[config.mk]
export PLATFORM = sky130hd
export DESIGN_NAME = eight_queens_min_moves
export DESIGN_NICKNAME = d
export VERILOG_FILES = /design/src/eqmm_pkg.sv /design/src/eqmm_ctrl.sv /design/src/eqmm_datapath.sv /design/src/eight_queens_min_moves.sv
export SDC_FILE = /design/constraint.sdc
export NUM_CORES = 1
export LEC_CHECK = 0
export BUFFER_PORTS_ARGS = -buffer_cell sky130_fd_sc_hd__buf_4
export CORE_ASPECT_RATIO = 1.5
export CORE_MARGIN = 10
export CORE_UTILIZATION = 45
export CTS_CLUSTER_DIAMETER = 30
export DETAILED_ROUTE_END_ITERATION = 6
export PLACE_DENSITY_LB_ADDON = 0.1
export SLEW_MARGIN = 20
export SYNTH_ARGS = -nofsm -noshare
export SYNTH_HDL_FRONTEND = slang
export SYNTH_SLANG_ARGS = --single-unit
[constraint.sdc]
create_clock -name clk -period 10.3 [get_ports clk]
set_input_delay 2.575 -clock clk [delete_from_list [all_inputs] [get_ports clk]]
set_output_delay 2.575 -clock clk [all_outputs]
set_load 0.01 [all_outputs]
[src/eqmm_pkg.sv]
package eqmm_pkg;

  localparam int BOARD_SIZE = 8;
  localparam int ROW_W      = $clog2(BOARD_SIZE);
  localparam int COL_W      = $clog2(BOARD_SIZE + 1);
  localparam int COST_W     = $clog2(BOARD_SIZE + 1);

  localparam logic [COL_W-1:0]  LAST_COL  = COL_W'(BOARD_SIZE - 1);
  localparam logic [COL_W-1:0]  END_COL   = COL_W'(BOARD_SIZE);
  localparam logic [COL_W-1:0]  ROW_LIMIT = COL_W'(BOARD_SIZE);
  localparam logic [COST_W-1:0] WORST     = COST_W'(BOARD_SIZE);

  typedef enum logic [1:0] {
    ST_IDLE,
    ST_SEARCH,
    ST_DONE
  } eqmm_state_t;

  typedef struct packed {
    logic load;
    logic step;
  } eqmm_cmd_t;

  typedef struct packed {
    logic exhausted;
  } eqmm_status_t;

endpackage

[src/eqmm_ctrl.sv]
module eqmm_ctrl (
  input  logic                  clk,
  input  logic                  rst_n,
  input  logic                  start,
  input  eqmm_pkg::eqmm_status_t status,
  output eqmm_pkg::eqmm_cmd_t   cmd,
  output logic                  busy,
  output logic                  done
);
  import eqmm_pkg::*;

  eqmm_state_t state_r;
  eqmm_state_t state_nxt;

  always_ff @(posedge clk) begin
    if (!rst_n) begin
      state_r <= ST_IDLE;
    end else begin
      state_r <= state_nxt;
    end
  end

  always_comb begin
    state_nxt = state_r;
    unique case (state_r)
      ST_IDLE: begin
        if (start) state_nxt = ST_SEARCH;
      end
      ST_SEARCH: begin
        if (status.exhausted) state_nxt = ST_DONE;
      end
      ST_DONE: begin
        state_nxt = ST_IDLE;
      end
      default: state_nxt = ST_IDLE;
    endcase
  end

  always_comb begin
    cmd  = '0;
    busy = 1'b1;
    done = 1'b0;
    unique case (state_r)
      ST_IDLE: begin
        busy     = 1'b0;
        cmd.load = start;
      end
      ST_SEARCH: begin
        cmd.step = 1'b1;
      end
      ST_DONE: begin
        done = 1'b1;
      end
      default: busy = 1'b1;
    endcase
  end

endmodule

[src/eqmm_datapath.sv]
module eqmm_datapath (
  input  logic                                   clk,
  input  logic                                   rst_n,
  input  eqmm_pkg::eqmm_cmd_t                    cmd,
  input  logic [eqmm_pkg::BOARD_SIZE*eqmm_pkg::ROW_W-1:0] start_rows,
  output eqmm_pkg::eqmm_status_t                 status,
  output logic [eqmm_pkg::COST_W-1:0]            best_cost
);
  import eqmm_pkg::*;

  logic [ROW_W-1:0]  start_r    [BOARD_SIZE];
  logic [ROW_W-1:0]  placed_r   [BOARD_SIZE];
  logic [COL_W-1:0]  next_row_r [BOARD_SIZE];
  logic [BOARD_SIZE-1:0] moved_r;
  logic [COL_W-1:0]  col_r, col_nxt;
  logic [COST_W-1:0] cost_r, cost_nxt;
  logic [COST_W-1:0] best_r, best_nxt;

  logic [ROW_W-1:0]      cur_idx;
  logic [ROW_W-1:0]      back_idx;
  logic [COL_W-1:0]      cand;
  logic [ROW_W-1:0]      cand_row;
  logic                  at_end;
  logic                  tried_all;
  logic [BOARD_SIZE-1:0] hit;
  logic                  free;
  logic                  do_place;
  logic                  do_back;

  assign cur_idx   = col_r[ROW_W-1:0];
  assign at_end    = (col_r == END_COL);
  assign cand      = next_row_r[cur_idx];
  assign cand_row  = cand[ROW_W-1:0];
  assign tried_all = (cand >= ROW_LIMIT);

  // Queens already placed in columns left of the current one; a row or diagonal hit blocks it.
  always_comb begin
    logic [ROW_W-1:0] dr;
    logic [COL_W-1:0] dc;
    for (int k = 0; k < BOARD_SIZE; k++) begin
      dr = (cand_row > placed_r[k]) ? (cand_row - placed_r[k]) : (placed_r[k] - cand_row);
      dc = col_r - COL_W'(k);
      hit[k] = (COL_W'(k) < col_r) && ((dr == '0) || ({1'b0, dr} == dc));
    end
  end
  assign free = ~|hit;

  assign do_place = cmd.step && !at_end && !tried_all && free;
  assign do_back  = cmd.step && (at_end || (tried_all && (col_r != '0)));
  assign back_idx = at_end ? LAST_COL[ROW_W-1:0] : (cur_idx - ROW_W'(1));

  assign status.exhausted = !at_end && tried_all && (col_r == '0);
  assign best_cost        = best_r;

  always_comb begin
    col_nxt  = col_r;
    cost_nxt = cost_r;
    best_nxt = best_r;
    if (cmd.load) begin
      col_nxt  = '0;
      cost_nxt = '0;
      best_nxt = WORST;
    end else if (do_back) begin
      if (at_end && (cost_r < best_r)) best_nxt = cost_r;
      col_nxt = {1'b0, back_idx};
      if (moved_r[back_idx]) cost_nxt = cost_r - COST_W'(1);
    end else if (do_place) begin
      col_nxt = col_r + COL_W'(1);
      if (cand_row != start_r[cur_idx]) cost_nxt = cost_r + COST_W'(1);
    end
  end

  always_ff @(posedge clk) begin
    if (!rst_n) begin
      col_r  <= '0;
      cost_r <= '0;
      best_r <= WORST;
    end else begin
      col_r  <= col_nxt;
      cost_r <= cost_nxt;
      best_r <= best_nxt;
    end
  end

  always_ff @(posedge clk) begin
    if (cmd.load) begin
      for (int k = 0; k < BOARD_SIZE; k++) begin
        start_r[k] <= start_rows[k*ROW_W +: ROW_W];
      end
      next_row_r[0] <= '0;
    end else if (cmd.step && !at_end && !tried_all) begin
      next_row_r[cur_idx] <= cand + COL_W'(1);
      if (free) begin
        placed_r[cur_idx] <= cand_row;
        moved_r[cur_idx]  <= (cand_row != start_r[cur_idx]);
        if (col_r != LAST_COL) next_row_r[cur_idx + ROW_W'(1)] <= '0;
      end
    end
  end

endmodule

[src/eight_queens_min_moves.sv]
// Eight queens, fewest moves. Pulse start while busy is low to hand over one board: the row
// (row number minus one) of the single queen in each of the eight columns. The block then
// runs a complete depth-first backtracking search over all non-attacking placements and
// reports the fewest queens that must move within their own columns. The search takes one
// step per clock. In each step it tries the next row of the current column, with all
// conflict checks against the earlier columns running in parallel, and advances a column
// when that row is free. Otherwise it backs up one column once every row has been tried.
// The search tree does not depend on the board. Each of the 1,965 partial placements of up
// to seven queens tries each of its eight rows in turn and then backs out, or finishes the
// search. Each of the 92 complete placements is scored and then backed out of.
// The result appears on out_min_moves with out_valid high for exactly one cycle right after
// the search. The receiver cannot stall it, so it must take the transfer in that cycle.
// busy stays high from the accepted start until that result cycle is over. The next board
// can be accepted at the end of the cycle after it, so a new board is never taken while a
// search is running.
module eight_queens_min_moves (
  input  logic       clk,
  input  logic       rst_n,
  input  logic       start,
  output logic       busy,
  input  logic [2:0] in_row_col1,
  input  logic [2:0] in_row_col2,
  input  logic [2:0] in_row_col3,
  input  logic [2:0] in_row_col4,
  input  logic [2:0] in_row_col5,
  input  logic [2:0] in_row_col6,
  input  logic [2:0] in_row_col7,
  input  logic [2:0] in_row_col8,
  output logic       out_valid,
  output logic [3:0] out_min_moves
);
  import eqmm_pkg::*;

  eqmm_cmd_t    cmd;
  eqmm_status_t status;
  logic [BOARD_SIZE*ROW_W-1:0] start_rows;
  logic [COST_W-1:0]           best_cost;

  // Column one sits in the lowest bits of the packed board.
  assign start_rows = {in_row_col8, in_row_col7, in_row_col6, in_row_col5,
                       in_row_col4, in_row_col3, in_row_col2, in_row_col1};

  eqmm_ctrl u_ctrl (
    .clk    (clk),
    .rst_n  (rst_n),
    .start  (start),
    .status (status),
    .cmd    (cmd),
    .busy   (busy),
    .done   (out_valid)
  );

  eqmm_datapath u_dp (
    .clk        (clk),
    .rst_n      (rst_n),
    .cmd        (cmd),
    .start_rows (start_rows),
    .status     (status),
    .best_cost  (best_cost)
  );

  // The best cost holds still once the search has finished.
  assign out_min_moves = best_cost;

endmodule

# Yosys cells after proc, flatten, opt, wreduce, memory -nomap -nowiden
# Memory sizes are Yosys's and may differ from the RTL's. A register that Yosys moved wholly into a read port is not among the register bits.
# Cells that the tools add are included.
[totals]
reg_bits = 22
latch_bits = 0
ramBits = 80
romBits = 0
in_bits = 27
out_inout_bits = 6
wordCells = 176
n_memories = 3
[mem_list]
columns = ["name", "depth", "width", "read_ports", "rd_ports_with_merged_regs", "write_ports", "line_no", "source"]
rows = [
  ["u_dp.next_row_r", 8, 4, 1, 1, 2, "eqmm_datapath.sv:13", "logic [COL_W-1:0] next_row_r [BOARD_SIZE];"],
  ["u_dp.placed_r", 8, 3, 8, 0, 1, "eqmm_datapath.sv:12", "logic [ROW_W-1:0] placed_r [BOARD_SIZE];"],
  ["u_dp.start_r", 8, 3, 1, 1, 8, "eqmm_datapath.sv:11", "logic [ROW_W-1:0] start_r [BOARD_SIZE];"],
]
[classes]
add_sub_neg = 29
multipliers = 0
div = 0
order_cmp = 21
n_eq_ne = 16
n_shift = 0
muxes = 48
bitwise_logic = 3
reduce_logical = 50
[op_table]
columns = ["cell", "n"]
rows = [
  ["$mux 3", 16],
  ["$sub 3x3->3", 16],
  ["$eq 3x4->1", 8],
  ["$gt 3x3->1", 8],
  ["$logic_not 3->1", 8],
  ["$mux 1", 21],
  ["$mux 4", 5],
  ["$logic_and 1x1->1", 17],
  ["$lt 3x4->1 const A", 4],
  ["$sub 4x3->4 const B", 4],
  ["$add 4x1->4 const B", 3],
  ["$logic_or 1x1->1", 9],
  ["$bwmux 8", 1],
  ["$lt 1x4->1 const A", 2],
  ["$lt 2x4->1 const A", 2],
  ["$lt 3x4->1 const B", 2],
  ["$reduce_or 8->1", 1],
  ["$sub 4x1->4 const B", 2],
  ["$sub 4x2->4 const B", 2],
  ["$ne 2x2->1 const B", 3],
  ["$reduce_and 3->1", 2],
  ["$eq 4x4->1 const B", 1],
  ["$ge 4x4->1 const B", 1],
  ["$logic_not 4->1", 1],
  ["other kinds (21)", 28],
]

# Depth between registers and ports, before layout
# Gate-level depths: netlist (run 1).
# An unclocked memory read counts as a cell.
[depth]
word_depth = 13
mapped_depth = 17
depth_no_buf = 15

# By module
# Synthesis (run 1) repeated with hierarchy kept, for this count alone.
[hier_totals]
hier_cells = 759
hier_area_um2 = 7518.5
[modules_own_cells]
columns = ["mod", "n_inst", "cells_each", "area_per_inst_um2", "seq_area_each_um2"]
rows = [
  ["eqmm_datapath", 1, 746, 7397.1, 2622.5],
  ["eqmm_ctrl", 1, 13, 121.4, 40.0],
]

# Worst setup path after synthesis (run 1)
# OpenSTA, ideal clock, no wires.
[synth_path]
kind = "register -> register"
from = "register (tool-made name)"
to = "memory u_dp.placed_r[0][0] (netlist name), enable pin"
setup_time_ps = 304
arrival_time_ps = 5907
t_required_ps = 9996
slack_ps = 4089
stages_incl_launch_ff = 16
path_buffers = 4
period_less_slack_ps = 6211
path_cell_list = "dfxtp_1 -> buf_2 -> buf_2 -> mux4_2 -> mux2i_1 -> inv_1 -> fa_1 -> nor2_1 -> a211o_1 -> a221oi_1 -> o32ai_1 -> a2111oi_2 -> and4b_1 -> buf_2 -> clkbuf_1 -> and3_1"
[synth_lines]
columns = ["element", "line_no"]
rows = [
  ["end, declared", "eqmm_datapath.sv:12"],
]

==> impl_metrics.csv, run 1 <==
group,metric,value,unit
run_status,outcome,"complete, no violations",
synthesis,ys_seq_elements,105,
die,die_x,122,um
synthesis,syn-num-nets,780,
synthesis,yosysSeqAreaShare,0.377,
global_route,grt_start_max_net_pins,37,
synthesis,yosys_warnings,0,
timing,max_slew_margin,0.319,
power,pwr-share-comb,0.278,
synthesis,synth_most_common_cell,"inv_1",
die,io_pins,33,
drt,routed_wl,17100,um
clock_tree,postCtsSetupRepairBufs,0,
power,power_density,147,nW/um^2
die,fp.dieH,173,um
drt,via_per_inst,5.74,
setup_path,startpoint_type,"flip-flop",
global_route,antenna_found_initial,0,
setup_path,crit_arrival,5690,ps
global_route,grt_overflow,0,
placed_design,gp_congestion,0.821,
die,start_util,0.454,
synthesis,synth_area_per_cell,10.3,sq um
synthesis,synth_area,7060,sq um
clock_tree,numCtsBuffers,9,
global_route,grt_pass1_vias,5478,
power,sw_frac_of_total,0.318,
setup_path,reg2reg_to,"u_dp.next_row_r[7][2]",
timing,tightest_slew,1010,ps
synthesis,synth_edf_count,56,
synthesis,ys_async_sr_fraction,0,
setup_path,worstPathRequired,10500,ps
layout,area_delta_synth_final,10.4,%
drt,ant_nets,0,
die,core,15600,sq um
flow_run,max-cap-violations,0,
timing,tns,0,ps
power,clkPwrFrac,0.312,
synthesis,ys_types,66,
timing,finalCriticalPeriod,5490,ps
layout,fin_util,0.501,
timing,fin_skew,9.39,ps
synthesis,ys.flop_type,"edfxtp_1",
synthesis,synth.area.top_cells,"edfxtp_1, dfxtp_1, ha_1",
power,switching_power,0.363,mW
clock_tree,cts_sinks,105,
setup_path,cpPeakStageDelay,760,ps
clock_tree,path_clk_slew,80,ps
placed_design,place_ws,4820,ps
setup_path,crit_fanout,18,
placed_design,io_buffers,32,
drt,drc,0,
layout,final_nets,798,
timing,hold_viol,0,
synthesis,netlist_instances,683,
clock_tree,htree_levels,3,
power,vdd_drop_max,0.0973,mV
global_route,grt_pass1_wl,27900,um
drt,drt-initial-drc-count,303,
layout,n_antenna_cell,0,
drt,dr.pass1.iters,5,
synthesis,yosysTopAreaCellShare,0.238,
clock_tree,clockBufferDepth,2,
setup_path,worstPathCellList,"mux4_2 -> mux2i_1 -> buf_4 -> inv_1 -> ha_1 -> inv_1 -> fa_1 -> nor2_1 -> a211o_1 -> a221oi_1 -> o32ai_1 -> a2111oi_2 -> nand4b_4 -> nor2_1 -> a31oi_1",
global_route,grt_usage,0.164,
clock_tree,cts_tree,"built",
timing,fin_crit_sh,0.533,
timing,max_freq,0.182,GHz
worst_hold_path,hold_start,"u_ctrl.state_r[1]",
setup_path,r2r_slack,4810,ps
worst_hold_path,hold_path_class,"flip-flop to flip-flop",
die,die_area,21200,sq um
timing,setup-violations-final,0,
worst_hold_path,min_path_cells,1,
clock_tree,insertion_delay,360,ps
power,leakagePower,3.23,nW
power,p_int,0.780,mW
clock_tree,ctsHoldBuffers,0,
setup_path,crit_slowest_cell,"nor2_1",
timing,rsz0062_at_grt,"false",
setup_path,rr_worst_depth,15,
worst_hold_path,holdPathEnd,"u_ctrl.state_r[0]",
drt,vias,5218,
timing,drv_slew,0,
layout,drive_above_1_share,0.118,
setup_path,critical_path_class,"flip-flop to flip-flop",
clock_tree,cts-root-buf,"clkbuf_16",
timing,setup_slack,4810,ps
drt,wire_per_inst,18.8,um
setup_path,critPathCaptureType,"flip-flop",
die,row_count,56,
placed_design,place_hpwl,12900,um
power,sequentialPowerShare,0.410,
synthesis,synthTopCellsByCount,"inv_1, edfxtp_1, ha_1, mux2i_1, dfxtp_1",
clock_tree,cts_resized,0,
synthesis,yosys.area.top_type,"edfxtp_1",
[power groups by stage]
stage,sequential [mW],clock [mW],combinational (mW)
3_5_place_dp,0.478,0,0.319
6_report,0.468,0.356,0.318
5_1_grt,0.469,0.380,0.356
3_3_place_gp,0.477,0,0.308
2_1_floorplan,0.474,0,0.233
4_1_cts,0.468,0.364,0.320
[registers in the layout (all words and copies together) (netlist names), named ones only]
register	count
u_dp.best_cost	4
u_ctrl.state_r	2
u_dp.col_r	4
u_dp.moved_r	8
u_dp.cost_r	4
u_dp.start_r	24
u_dp.next_row_r	32
u_dp.placed_r	24
[per-layer routing]
metal | vias up | routed length (um) | share of wire | global-route usage
met4 | 0 | 660 | 0.039 | 0.0793
met3 | 38 | 689 | 0.040 | 0.0323
li1 | 2511 | - | - | -
met1 | 2539 | 6680 | 0.39 | 0.179
met2 | 130 | 9100 | 0.53 | 0.290
met5 | - | 0 | 0 | 0
[through the flow]
stage | hold slack, ps | instances | total power [mW] | instance area, sq um
CTS | 483 | 909 | 1.15 | 7790
detailed placement | 475 | 893 | 0.797 | 7480
global route | 515 | 909 | 1.21 | 7790
floorplan | 436 | 683 | 0.707 | 7060
global placement | 456 | 893 | 0.786 | 7480
finish | 487 | 909 | 1.14 | 7790
[cell type report]
type	instances	area, sq um
flip-flops and latches	105	2660
fillers	1453	7760
clock buffers	10	229
multi-input cells	482	4040
repair buffers	38	285
clock inverters	6	76.3
well taps	203	254
inverters	65	244
[critical path: cells and delay by family, from the launching register on]
kind                     cells  cell delay [ps]
AO/OA/AOI/OAI                5             1560
adder cells (fa/ha/maj)      2              760
AND/OR/NAND/NOR              3             1090
multiplexers                 2              420
flip-flops                   1              740
buffers and inverters        3              760
[how the worst max path moves through the flow]
stage,from,end,slack [ps],cells past startpoint
6_report,flip-flop,u_dp.next_row_r[7][2],4810,15
5_1_grt,flip-flop,u_dp.next_row_r[7][2],4320,13
4_1_cts,flip-flop,u_dp.next_row_r[7][2],4800,15
3_5_place_dp,flip-flop,u_dp.next_row_r[7][2],4820,15
3_3_place_gp,flip-flop,u_dp.next_row_r[7][1],4920,15
2_1_floorplan,flip-flop,u_dp.placed_r[0][0],4090,15
[layout by cell type, fill, tap and decap left out, types with 10 or more instances in the layout]
cell type / netlist / final
nor2b_1: 10 / 10
inv_1: 63 / 63
xnor2_1: 22 / 22
mux2i_1: 53 / 52
ha_1: 53 / 53
mux4_2: 16 / 16
nor2_1: 40 / 40
dfxtp_1: 49 / 49
a21oi_1: 35 / 35
a31oi_1: 21 / 21
o21ai_0: 17 / 17
edfxtp_1: 56 / 56
nand2_1: 41 / 41
a211oi_1: 11 / 11
nor3_1: 11 / 11
nand3_1: 14 / 14
fa_1: 17 / 17
buf_4: 0 / 38
and3_1: 23 / 23
[cells by family after synthesis]
logic type,count (synthesis),synth area share
AO/OA/AOI/OAI,126,0.119
XOR/XNOR,30,0.0392
adder cells (fa/ha/maj),70,0.142
buffers and inverters,96,0.0521
flip-flops,105,0.377
multiplexers,74,0.136
AND/OR/NAND/NOR,182,0.135
Power figures use the tool's default switching activity.
==> inputs of run 2 (changes only) <==
--- a/config.mk
+++ b/config.mk
@@ -5,6 +5,7 @@
 export SDC_FILE = /design/constraint.sdc
 export NUM_CORES = 1
 export LEC_CHECK = 0
+export ABC_AREA = 1
 export BUFFER_PORTS_ARGS = -buffer_cell sky130_fd_sc_hd__buf_4
 export CORE_ASPECT_RATIO = 1.5
 export CORE_MARGIN = 10
==> constraint.sdc (replaced) <==
create_clock -name clk -period 5.3 [get_ports clk]
set_input_delay 1.325 -clock clk [delete_from_list [all_inputs] [get_ports clk]]
set_output_delay 1.325 -clock clk [all_outputs]
set_load 0.01 [all_outputs]
==> impl_metrics.csv, run 2 <==
group,metric,value,unit
synthesis,synth_edf_count,56,
timing,fin_skew,9.10,ps
global_route,grt_overflow,0,
synthesis,synth_top_family_by_area,"simple AND/OR/NAND/NOR gates",
timing,drv_slew,0,
drt,vias,5818,
worst_hold_path,min_path_cells,2,
timing,rsz0062_at_grt,"false",
clock_tree,numCtsBuffers,9,
layout,final_cell_mix,"nand2_1, nor2_1, inv_1",
timing,tightest_slew,806,ps
die,row_count,56,
synthesis,ys_async_sr_fraction,0,
setup_path,startpoint_type,"flip-flop",
drt,drt-initial-drc-count,321,
synthesis,synthTopCellsByCount,"nand2_1, nor2_1, inv_1, nand3_1, a21oi_1",
worst_hold_path,hold_start,"u_dp.next_row_r[5][3]",
layout,n_antenna_cell,0,
drt,wire_per_inst,15.8,um
drt,dr.pass1.iters,5,
layout,regMostFlops,"u_dp.next_row_r",
timing,finalCriticalPeriod,4570,ps
synthesis,ys.flop_type,"edfxtp_1",
clock_tree,cts-root-buf,"clkbuf_16",
clock_tree,cts_tree,"built",
layout,multi_input_area,3910,sq um
synthesis,yosys.area.top_type,"edfxtp_1",
synthesis,yosys_warnings,0,
drt,via_per_inst,5.27,
global_route,antenna_found_initial,0,
run_status,outcome,"complete, no violations",
flow_run,max-cap-violations,0,
drt,routed_wl,17400,um
timing,hold_viol,0,
synthesis,synth_area,7070,sq um
placed_design,gp_congestion,0.892,
setup_path,worstPathRequired,5310,ps
global_route,grt_pass1_vias,5956,
setup_path,r2r_slack,730,ps
synthesis,synth.area.top_cells,"edfxtp_1, dfxtp_1, ha_1",
layout,stdcell_area,7820,sq um
synthesis,synth_xor_area_frac,0.0409,
power,power_density,423,nW/um^2
timing,tns,0,ps
clock_tree,path_clk_slew,80,ps
layout,drive_above_1_share,0.104,
global_route,grt_pass1_wl,29000,um
die,start_util,0.454,
die,die_area,21200,sq um
layout,top_regs,"u_dp.next_row_r: 32 flops, u_dp.placed_r: 24 flops, u_dp.start_r: 24 flops",
setup_path,crit_fanout,22,
timing,max_freq,0.219,GHz
synthesis,synth.area.mux_share,0.00283,
synthesis,ys_types,49,
timing,max_slew_margin,0.462,
layout,largest_register_ffs,32,
die,io_pins,33,
drt,ant_nets,0,
synthesis,synth_most_common_cell,"nand2_1",
timing,fin_crit_sh,0.863,
setup_path,critPathCaptureType,"flip-flop",
global_route,grt_usage,0.169,
die,die_x,122,um
die,fp.dieH,173,um
timing,setup-violations-final,0,
power,totalPowerFinal,3.31,mW
layout,final_common_cell,"nand2_1",
synthesis,syn-num-nets,963,
synthesis,synth-simple-area-share,0.255,
layout,final_nets,994,
synthesis,yosysSeqAreaShare,0.377,
die,core,15600,sq um
clock_tree,cts_resized,0,
setup_path,crit_arrival,4580,ps
clock_tree,ctsHoldBuffers,0,
clock_tree,insertion_delay,350,ps
synthesis,synth_compound_gate_area_share,0.112,
setup_path,rr_worst_depth,20,
layout,regArea,2660,sq um
drt,drc,0,
synthesis,ys_seq_elements,105,
clock_tree,clockBufferDepth,2,
placed_design,io_buffers,32,
synthesis,netlist_instances,866,
synthesis,synth_area_per_cell,8.16,sq um
layout,fillers,1515,
clock_tree,postCtsSetupRepairBufs,0,
worst_hold_path,hold_path_class,"flip-flop to flip-flop",
synthesis,synthAdderAreaFrac,0.142,
clock_tree,htree_levels,3,
synthesis,yosysTopAreaCellShare,0.238,
clock_tree,cts_sinks,105,
global_route,grt_start_max_net_pins,27,
layout,area_delta_synth_final,10.7,%
setup_path,critical_path_class,"flip-flop to flip-flop",
power,vdd_drop_max,0.270,mV
placed_design,placed_area,7500,sq um
power,leakagePower,3.36,nW
placed_design,place_hpwl,13400,um
[run 2: cell count changes after synthesis, moves of 24 or more]
cell	before	now
inv_1	63	92
a21oi_1	35	59
nand2_1	41	161
nand3_1	14	72
o21ai_0	17	51
nor2_1	40	115
mux2i_1	53	2
[run 2: area by class of cell]
class,count,share of cell area
clock buffer,9,0.0288
clock inverter,7,0.0117
inverter,99,0.0478
multi-input combinational,641,0.499
sequential,105,0.340
tap,203,0.0325
timing repair buffer,41,0.0394
[run 2: per-layer routing]
| layer | GRT usage | routed length, um | vias up |
|---|---|---|---|
| li1 | - | - | 2920 |
| met1 | 0.185 | 7020 | 2742 |
| met2 | 0.306 | 9320 | 115 |
| met3 | 0.0235 | 491 | 41 |
| met4 | 0.0793 | 598 | 0 |
| met5 | 0 | 0 | - |
[run 2: cell families after synthesis]
family	Yosys count
AO/OA/AOI/OAI	143
XOR/XNOR	33
multiplexers	2
flip-flops	105
AND/OR/NAND/NOR	393
adder cells (fa/ha/maj)	70
buffers and inverters	120
[run 2: path summary, 6_finish.rpt]
path / end
worst min register to register: u_dp.next_row_r[5][3]
worst max-delay path: u_dp.placed_r[0][2]
worst max register to register: u_dp.placed_r[0][2]
worst min-delay path: u_dp.next_row_r[5][3]
[run 2: critical path, stage by stage (launching register included)]
cell and delay, ps:
dfxtp_1 680, inv_2 210, o21ai_1 150, o22ai_1 90
nand2_1 80, o21ai_2 80, buf_4 200, inv_2 300
ha_1 230, inv_1 80, fa_1 430, xnor2_1 190
nand3b_1 160, nand3_1 80, nand2_1 80, nor2_1 40
o21ai_0 150, nand2_1 110, nor2_4 170, nand2_2 290
nor2_1 440
[run 2: power breakdown]
part / total, mW / internal (mW) / switching (mW)
clock network: 0.693 / 0.343 / 0.350
registers: 0.987 / 0.950 / 0.0369
logic: 1.63 / 0.561 / 1.07
[run 2: metrics by stage]
step / setup slack [ps] / instances / hold slack (ps) / utilization
6_report: 726 / 1105 / 468 / 0.503
5_1_grt: 373 / 1105 / 487 / 0.503
4_1_cts: 692 / 1105 / 467 / 0.503
3_5_place_dp: 733 / 1089 / 456 / 0.482
3_3_place_gp: 857 / 1089 / 453 / 0.482
2_1_floorplan: 882 / 866 / 436 / -
==> inputs of run 3 (changes only) <==
--- a/config.mk
+++ b/config.mk
@@ -9,7 +9,7 @@
 export BUFFER_PORTS_ARGS = -buffer_cell sky130_fd_sc_hd__buf_4
 export CORE_ASPECT_RATIO = 1.5
 export CORE_MARGIN = 10
-export CORE_UTILIZATION = 45
+export CORE_UTILIZATION = 40
 export CTS_CLUSTER_DIAMETER = 30
 export DETAILED_ROUTE_END_ITERATION = 6
 export PLACE_DENSITY_LB_ADDON = 0.1
==> impl_metrics.csv, run 3 (synthesis gave the netlist of run 2 again) <==
group,metric,value,unit
run_status,outcome,"complete, no violations",
drt,drt-initial-drc-count,331,
die,core,17300,sq um
layout,final_cell_mix,"nand2_1, nor2_1, inv_1",
die,die_area,23500,sq um
clock_tree,cts_resized,0,
placed_design,place_ws,662,ps
clock_tree,cts_sinks,105,
layout,stdcell_area,7820,sq um
die,row_count,59,
timing,drv_slew,0,
layout,multi_input_area,3910,sq um
layout,regArea,2660,sq um
layout,drive_above_1_share,0.102,
layout,fillers,1768,
setup_path,worstPathRequired,5300,ps
drt,routed_wl,18400,um
placed_design,io_buffers,32,
layout,area_delta_synth_final,10.7,%
setup_path,crit_arrival,4610,ps
global_route,grt_pass1_wl,29500,um
timing,rsz0062_at_grt,"false",
setup_path,critical_path_class,"flip-flop to flip-flop",
die,fp.dieH,183,um
layout,final_nets,992,
drt,dr.pass1.iters,5,
layout,fin_util,0.451,
timing,max_slew_margin,0.486,
timing,finalCriticalPeriod,4610,ps
timing,setup-violations-final,0,
clock_tree,postCtsSetupRepairBufs,0,
setup_path,critPathCaptureType,"flip-flop",
drt,ant_nets,0,
timing,max_freq,0.217,GHz
drt,drc,0,
layout,final_common_cell,"nand2_1",
placed_design,place_hpwl,14200,um
worst_hold_path,hold_path_class,"flip-flop to flip-flop",
clock_tree,cts_tree,"built",
global_route,grt_overflow,0,
global_route,antenna_found_initial,0,
layout,largest_register_ffs,32,
setup_path,crit_fanout,30,
timing,fin_skew,8.69,ps
clock_tree,cts-root-buf,"clkbuf_16",
power,power_density,425,nW/um^2
placed_design,placed_area,7500,sq um
power,vdd_drop_max,0.229,mV
timing,hold_viol,0,
power,totalPowerFinal,3.32,mW
placed_design,gp_congestion,0.853,
setup_path,startpoint_type,"flip-flop",
timing,tightest_slew,770,ps
global_route,grt_pass1_vias,5642,
flow_run,max-cap-violations,0,
die,die_x,129,um
clock_tree,ctsHoldBuffers,0,
layout,regMostFlops,"u_dp.next_row_r",
clock_tree,numCtsBuffers,9,
clock_tree,insertion_delay,350,ps
global_route,grt_usage,0.158,
clock_tree,clockBufferDepth,2,
drt,wire_per_inst,16.5,um
layout,n_antenna_cell,0,
timing,setup_slack,691,ps
timing,fin_crit_sh,0.870,
timing,tns,0,ps
clock_tree,path_clk_slew,80,ps
global_route,grt_start_max_net_pins,31,
drt,via_per_inst,5.08,
layout,top_regs,"u_dp.next_row_r: 32 flops, u_dp.placed_r: 24 flops, u_dp.start_r: 24 flops",
die,io_pins,33,
clock_tree,htree_levels,3,
power,leakagePower,3.35,nW
die,start_util,0.407,
drt,vias,5656,
-- run 3: cell count changes in the layout (fill, tap and decap cells not counted), sizes merged --
cell and delta:
clkinv -1, buf -2, bufinv +1
-- run 3: critical path, cell delays in order, from the launching register on --
cell	delay (ps)
dfxtp_1	300
buf_4	200
inv_2	350
o21ai_0	130
o221ai_1	170
nand2_1	160
inv_1	520
ha_1	420
a21oi_1	150
nand2_1	110
nand2_1	110
nand2_1	80
nand2_1	90
nand2_1	60
nand3_1	100
nor2_1	50
o21ai_0	200
nand2_1	120
nor2_4	180
nand2_2	280
nor2_1	450
-- run 3: report_power, final --
group	leakage (nW)	total [mW]	internal, mW	switching, mW
logic	2.28	1.61	0.554	1.05
clock network	0.157	0.719	0.382	0.337
registers	0.918	0.996	0.950	0.0464
total	3.35	3.32	1.89	1.44
-- run 3: area by class of cell --
class	instances	area share
tap	213	0.0341
multi-input combinational	641	0.499
sequential	105	0.340
clock inverter	7	0.0122
inverter	99	0.0478
clock buffer	9	0.0288
timing repair buffer	39	0.0374
-- run 3: worst paths after layout --
| kind | startpoint | end | slack, ps | cells after the start |
|---|---|---|---|---|
| setup / recovery | flip-flop | u_dp.placed_r[4][0] | 690 | 20 |
| hold / removal | u_dp.next_row_r[1][2] | u_dp.next_row_r[1][2] | 470 | 2 |
| setup reg to reg | flip-flop | u_dp.placed_r[4][0] | 690 | 20 |
| hold reg to reg | u_dp.next_row_r[1][2] | u_dp.next_row_r[1][2] | 470 | 2 |
-- run 3: metrics by stage --
step | hold slack [ps] | std cells
6_report | 470 | 1113
5_1_grt | 497 | 1113
4_1_cts | 470 | 1113
3_5_place_dp | 457 | 1097
3_3_place_gp | 457 | 1097
2_1_floorplan | 436 | 866
-- run 3: routing by layer --
layer  track usage  vias up  part of all wire
met5             0        -                 0
met4        0.0625        0             0.033
met3        0.0205       30             0.032
met2         0.296      111              0.54
met1         0.172     2600              0.40
li1              -     2915                 -
